### src/design/twnp_pkg.sv
`timescale 1ns / 1ps

package twnp_pkg;

    // Fixed field widths of the word on each channel.
    localparam int unsigned HANDLE_W = 6;
    localparam int unsigned TICK_W   = 64;
    localparam int unsigned DATA_W   = 64;

    // The free-entry search looks at this many pool entries per cycle.
    localparam int unsigned CHUNK    = 8;
    localparam int unsigned CHUNK_W  = 3;

    // The remainder unit takes this many key bits per cycle.
    localparam int unsigned DIGIT_W   = 4;
    localparam int unsigned MOD_STEPS = TICK_W / DIGIT_W;
    localparam int unsigned MOD_CNT_W = 5;

    typedef enum logic [1:0] {
        OP_ADD    = 2'd0,
        OP_CANCEL = 2'd1,
        OP_RUN    = 2'd2,
        OP_FREE   = 2'd3
    } t_op;

    typedef enum logic [1:0] {
        KIND_ADDED = 2'd0,
        KIND_FULL  = 2'd1,
        KIND_FIRED = 2'd2,
        KIND_DONE  = 2'd3
    } t_kind;

    typedef struct packed {
        logic [1:0]          operation;
        logic [TICK_W-1:0]   expiry_time;
        logic [DATA_W-1:0]   user_word;
        logic [HANDLE_W-1:0] entry_handle;
        logic [TICK_W-1:0]   current_tick;
    } t_in_word;

    typedef struct packed {
        logic [1:0]          event_kind;
        logic [HANDLE_W-1:0] result_handle;
        logic [DATA_W-1:0]   fired_word;
        logic                last_of_run;
    } t_out_word;

    typedef enum logic [3:0] {
        S_CLEAR,
        S_IDLE,
        S_DISPATCH,
        S_SCAN,
        S_MOD,
        S_HEAD_RD,
        S_HEAD_TK,
        S_NODE_RD,
        S_NODE_EV,
        S_ADD_END,
        S_FULL,
        S_CANCEL,
        S_FREE_RD,
        S_FREE_KEY,
        S_FREE_END,
        S_RUN_END
    } t_state;

    typedef enum logic [2:0] {
        EM_NONE,
        EM_ADDED,
        EM_FULL,
        EM_DONE,
        EM_PEND_MID,
        EM_PEND_LAST
    } t_emit;

    typedef enum logic [1:0] {
        KEY_EXPIRY,
        KEY_TICK,
        KEY_STORED
    } t_key_sel;

    // Commands from the controller to the datapath.
    typedef struct packed {
        logic     accept;
        logic     clr_step;
        logic     scan_step;
        logic     mod_start;
        t_key_sel key_sel;
        logic     head_take;
        logic     add_write;
        logic     node_keep;
        logic     node_unlink;
        logic     node_fire;
        logic     cancel_clear;
        logic     free_clear;
        logic     data_rd_handle;
        t_emit    emit;
    } t_cmd;

    // Status from the datapath to the controller.
    typedef struct packed {
        logic clr_done;
        t_op  op;
        logic free_linked;
        logic scan_found;
        logic scan_last;
        logic mod_done;
        logic at_end;
        logic hit;
        logic pend_valid;
        logic out_free;
    } t_stat;

endpackage

### src/design/twnp_ctrl.sv
`timescale 1ns / 1ps

module twnp_ctrl (
    input  logic             i_clk,
    input  logic             i_rst_n,
    input  logic             i_in_valid,
    output logic             o_in_ready,
    input  twnp_pkg::t_stat  i_stat,
    output twnp_pkg::t_cmd   o_cmd
);

    twnp_pkg::t_state r_state;
    twnp_pkg::t_state n_state;
    logic             w_stall;

    // A new fired entry must wait while the previous one cannot be pushed out.
    assign w_stall = i_stat.pend_valid && !i_stat.out_free;

    always_ff @(posedge i_clk) begin
        if (!i_rst_n) begin
            r_state <= twnp_pkg::S_CLEAR;
        end else begin
            r_state <= n_state;
        end
    end

    // Next state.
    always_comb begin
        n_state = r_state;
        case (r_state)
            twnp_pkg::S_CLEAR: begin
                if (i_stat.clr_done) n_state = twnp_pkg::S_IDLE;
            end
            twnp_pkg::S_IDLE: begin
                if (i_in_valid) n_state = twnp_pkg::S_DISPATCH;
            end
            twnp_pkg::S_DISPATCH: begin
                case (i_stat.op)
                    twnp_pkg::OP_ADD:    n_state = twnp_pkg::S_SCAN;
                    twnp_pkg::OP_CANCEL: n_state = twnp_pkg::S_CANCEL;
                    twnp_pkg::OP_RUN:    n_state = twnp_pkg::S_MOD;
                    twnp_pkg::OP_FREE: begin
                        n_state = i_stat.free_linked ? twnp_pkg::S_FREE_RD
                                                     : twnp_pkg::S_FREE_END;
                    end
                    default: n_state = twnp_pkg::S_IDLE;
                endcase
            end
            twnp_pkg::S_SCAN: begin
                if (i_stat.scan_found) begin
                    n_state = twnp_pkg::S_MOD;
                end else if (i_stat.scan_last) begin
                    n_state = twnp_pkg::S_FULL;
                end
            end
            twnp_pkg::S_MOD: begin
                if (i_stat.mod_done) n_state = twnp_pkg::S_HEAD_RD;
            end
            twnp_pkg::S_HEAD_RD: n_state = twnp_pkg::S_HEAD_TK;
            twnp_pkg::S_HEAD_TK: begin
                n_state = (i_stat.op == twnp_pkg::OP_ADD) ? twnp_pkg::S_ADD_END
                                                          : twnp_pkg::S_NODE_RD;
            end
            twnp_pkg::S_NODE_RD: begin
                if (i_stat.at_end) begin
                    n_state = (i_stat.op == twnp_pkg::OP_RUN) ? twnp_pkg::S_RUN_END
                                                              : twnp_pkg::S_FREE_END;
                end else begin
                    n_state = twnp_pkg::S_NODE_EV;
                end
            end
            twnp_pkg::S_NODE_EV: begin
                if (i_stat.hit && i_stat.op != twnp_pkg::OP_RUN) begin
                    n_state = twnp_pkg::S_FREE_END;
                end else if (!(i_stat.hit && w_stall)) begin
                    n_state = twnp_pkg::S_NODE_RD;
                end
            end
            twnp_pkg::S_FREE_RD:  n_state = twnp_pkg::S_FREE_KEY;
            twnp_pkg::S_FREE_KEY: n_state = twnp_pkg::S_MOD;
            twnp_pkg::S_ADD_END,
            twnp_pkg::S_FULL,
            twnp_pkg::S_CANCEL,
            twnp_pkg::S_FREE_END,
            twnp_pkg::S_RUN_END: begin
                if (i_stat.out_free) n_state = twnp_pkg::S_IDLE;
            end
            default: n_state = twnp_pkg::S_IDLE;
        endcase
    end

    // Commands for the datapath.
    always_comb begin
        o_cmd      = '0;
        o_cmd.emit = twnp_pkg::EM_NONE;
        o_in_ready = 1'b0;
        case (r_state)
            twnp_pkg::S_CLEAR: begin
                o_cmd.clr_step = !i_stat.clr_done;
            end
            twnp_pkg::S_IDLE: begin
                o_in_ready   = 1'b1;
                o_cmd.accept = i_in_valid;
            end
            twnp_pkg::S_DISPATCH: begin
                if (i_stat.op == twnp_pkg::OP_RUN) begin
                    o_cmd.mod_start = 1'b1;
                    o_cmd.key_sel   = twnp_pkg::KEY_TICK;
                end
            end
            twnp_pkg::S_SCAN: begin
                o_cmd.scan_step = 1'b1;
                if (i_stat.scan_found) begin
                    o_cmd.mod_start = 1'b1;
                    o_cmd.key_sel   = twnp_pkg::KEY_EXPIRY;
                end
            end
            twnp_pkg::S_HEAD_TK: begin
                if (i_stat.op == twnp_pkg::OP_ADD) begin
                    o_cmd.add_write = 1'b1;
                end else begin
                    o_cmd.head_take = 1'b1;
                end
            end
            twnp_pkg::S_NODE_EV: begin
                if (!i_stat.hit) begin
                    o_cmd.node_keep = 1'b1;
                end else if (i_stat.op != twnp_pkg::OP_RUN) begin
                    o_cmd.node_unlink = 1'b1;
                end else if (!w_stall) begin
                    o_cmd.node_unlink = 1'b1;
                    o_cmd.node_fire   = 1'b1;
                    if (i_stat.pend_valid) o_cmd.emit = twnp_pkg::EM_PEND_MID;
                end
            end
            twnp_pkg::S_FREE_RD: begin
                o_cmd.data_rd_handle = 1'b1;
            end
            twnp_pkg::S_FREE_KEY: begin
                o_cmd.data_rd_handle = 1'b1;
                o_cmd.mod_start      = 1'b1;
                o_cmd.key_sel        = twnp_pkg::KEY_STORED;
            end
            twnp_pkg::S_ADD_END: begin
                if (i_stat.out_free) o_cmd.emit = twnp_pkg::EM_ADDED;
            end
            twnp_pkg::S_FULL: begin
                if (i_stat.out_free) o_cmd.emit = twnp_pkg::EM_FULL;
            end
            twnp_pkg::S_CANCEL: begin
                if (i_stat.out_free) begin
                    o_cmd.cancel_clear = 1'b1;
                    o_cmd.emit         = twnp_pkg::EM_DONE;
                end
            end
            twnp_pkg::S_FREE_END: begin
                if (i_stat.out_free) begin
                    o_cmd.free_clear = 1'b1;
                    o_cmd.emit       = twnp_pkg::EM_DONE;
                end
            end
            twnp_pkg::S_RUN_END: begin
                if (i_stat.out_free) begin
                    o_cmd.emit = i_stat.pend_valid ? twnp_pkg::EM_PEND_LAST
                                                   : twnp_pkg::EM_DONE;
                end
            end
            default: begin
                o_cmd.emit = twnp_pkg::EM_NONE;
            end
        endcase
    end

endmodule

### config.mk
export PLATFORM = sky130hd
export DESIGN_NAME = twnp_ctrl
export DESIGN_NICKNAME = d
export VERILOG_FILES = /design/src/design/twnp_pkg.sv /design/src/design/twnp_ctrl.sv
export SDC_FILE = /design/constraint.sdc
export NUM_CORES = 1
export LEC_CHECK = 0
export ABC_CLOCK_PERIOD_IN_PS = 2710
export BUFFER_PORTS_ARGS = -buffer_cell sky130_fd_sc_hd__buf_2
export CORE_MARGIN = 2
export CORE_UTILIZATION = 49
export DETAILED_ROUTE_END_ITERATION = 8
export PLACE_DENSITY_LB_ADDON = 0.08
export SYNTH_ARGS = -nofsm -noshare
export SYNTH_HDL_FRONTEND = slang
export SYNTH_SLANG_ARGS = --single-unit
export TNS_END_PERCENT = 5
### constraint.sdc
create_clock -name i_clk -period 2.71 [get_ports i_clk]
set_clock_uncertainty 0.05 [all_clocks]
set_input_delay 0 -clock i_clk [delete_from_list [all_inputs] [get_ports i_clk]]
set_output_delay 0 -clock i_clk [all_outputs]
set_load 0.01 [all_outputs]
==> results.md <==
* Status: finished, final reports clean
* Reg clk slew, reported paths at about 0.040 ns
* Routed WL at ~2000 um
* Final core occ at 0.666
* Fin. Hold Viols at 0
* Initial Util at 0.527
* Worst skew pair latency at approximately 0.23 ns
* Port bufs at 31
* Layout Cells excl Fill at 149
* Vias per cell at slightly below 6
* Met2 routed WL at roughly 960 um
* Starting DRC count in detailed routing at 27
* Site row count at 13
* Crit Path Category: register to register
* Final ANT Viol Nets at 0
* TritonCTS clock tree: done
* DRT met1 WL at ~940 um
* Most used DFF post-synth: dfxtp_1
* # DRC at 0
* Count of pins over their slew limit at 0
* Netlist cell types at 44
* Hold buffers post-CTS at 0
* # resized after CTS at 0
* Core area at 0.00130 mm2
* Initial antenna violation count at 0
* Num CTS Buffers at 3
* CP arrival at around 2.2 ns
* Detailed Place HPWL at 1490 um
* Final period util at 0.798
* Post-Syn Area at 686 um2
* Startpoint types: register
* Yosys Warn Count at 0
* Top flop regs: r_state x4
* RSZ-0062 raised after global routing: false
* Synthesis-stage register bit count at 4
* GP Congestion at about 0.96
* Hold_ws at about 0.035 ns
* Layout cell share with drive strength beyond 1 at 0.321
* Period minus WS final at 2.16 ns
* Rel. slew slack at 0.505
* Max VDD drop at 314 uV
* Syn_nets at roughly 120
* CP required at between 2 and 3 ns
* ANT cells at 0
* Register area share after synthesis at 0.117
* Largest Register: r_state
* Clock root cell: clkbuf_4
* Vias in the first global route at 765
* Post-synth EDFFs at 0
* PwrDens at roughly 850 mW/mm2
* Placed Cells at roughly 150
* Hold Crit Class: input port to register
* Max_cap viols at 0
* Met3 wire length at around 120 um
* P_leak at roughly 0.4 nW
* Ports at 32
* Largest register FFs at 4
* Mean post-synth cell area at ~6.5 um2
* Sink count of the clock tree at 4
* Async SR Flop Fraction at 0
* Chip height at roughly 41 um
* Die Width at about 41 um
* Post-synthesis cell count at ~110
* Wire length of the first global-routing pass at 3370 um
* Total GRT Usage at 0.240
* GR Overflow Total at 0
* Routed WL per cell at about 14 um
* CP endpoint kind: register
* Largest net degree at the start of global routing at 24
* CTS Buffer Depth at 2
* FMAX at 463 MHz
* Layout area overhead at 26.5%
* Vias at about 890
* Die area at roughly 0.0017 mm2
* Setup tns final at 0 ns
* Critical path fanouts, max at 23
* # H-tree levels at 1
* Measured slew at the worst slew-check pin at between 0.7 and 0.8 ns
* Post-CTS Setup Repair Bufs at 0
* Pre-Repair DR Iteration Count at 4
* Final-stage net count at 150
* Final setup fails at 0
* Top Layer Used: met3
[through the flow]
step                area [um2]  power (mW)  worst slack [ns]
CTS                        867       0.731             0.591
detailed placement         845       0.657             0.600
finish                     867       0.737             0.548
global route               867       0.806             0.447
global placement           845       0.647             0.669
floorplan                  686       0.535             0.993
[report_power, final]
part           leakage, nW  total [mW]  switching, mW  internal (mW)
registers           0.0330       0.156         0.0719         0.0839
clock network       0.0138      0.0707         0.0213         0.0493
logic                0.355       0.510          0.286          0.224
total                0.402       0.737          0.380          0.357
[cell usage after synthesis (2+ instances only)]
cell      instances  area [um2]
nand2b_1          3        18.8
buf_2             3        15.0
clkbuf_1          3        11.3
a21oi_1           6        30.0
nor2b_1           6        37.5
dfxtp_1           4        80.1
nor2_1           11        41.3
o21ai_0           6        30.0
nand3b_1          2        15.0
inv_1             5        18.8
and2_1            2        12.5
o21ai_1           2        10.0
nor4_1            3        18.8
nand2_1           9        33.8
nor3_1            5        25.0
nand3_1           4        20.0
nor3b_1           3        22.5
o22a_1            2        17.5
[cells by family (layout without fill, tap and decap cells)]
group | after synthesis | after routing | synth area share
adder cells (fa/ha/maj) | 1 | 1 | 0.0146
AND/OR/NAND/NOR | 58 | 58 | 0.489
flip-flops | 4 | 4 | 0.117
buffers and inverters | 12 | 41 | 0.0712
AO/OA/AOI/OAI | 29 | 29 | 0.292
multiplexers | 1 | 1 | 0.0164
[final timing paths]
path,to,startpoint,slack (ns),depth (start not counted)
max,r_state[1]$_SDFFE_PN0P_,r_state[0]$_SDFFE_PN0P_,0.55,5
min,r_state[1]$_SDFFE_PN0P_,i_rst_n,0.04,3
max reg2reg,r_state[1]$_SDFFE_PN0P_,r_state[0]$_SDFFE_PN0P_,0.55,5
min reg2reg,r_state[1]$_SDFFE_PN0P_,r_state[1]$_SDFFE_PN0P_,0.70,3
[cells in the final DEF, fill, tap and decap left out, types with 2 or more instances in the layout]
cell type	n
and2_1	2
nand2b_1	3
nor2b_1	6
nand3_1	4
nor2_1	11
nor3_1	5
buf_4	2
nand3b_1	2
nor3b_1	3
o22a_1	2
a21oi_1	6
o21ai_1	2
o21ai_0	6
nor4_1	3
dfxtp_1	4
inv_1	5
clkbuf_4	3
buf_2	31
nand2_1	9
[layout make-up]
class	count	area [um2]
multi-input cells	89	557
fillers	136	434
repair buffers	33	170
flip-flops and latches	4	80.1
clock buffers	3	22.5
inverters	5	18.8
well taps	15	18.8
[critical path, stage by stage, from the launching register on]
cell      delay, ns
dfxtp_1        0.79
nand2_1        0.30
or4_4          0.50
and3_4         0.20
a21oi_2        0.13
a311oi_2       0.06
[layer usage]
layer,track usage,vias up
met4,0.0710,0
met2,0.394,38
met1,0.325,400
li1,-,449
met5,0,-
met3,0.0304,0
Note: power is estimated with default switching activity, not from simulation.
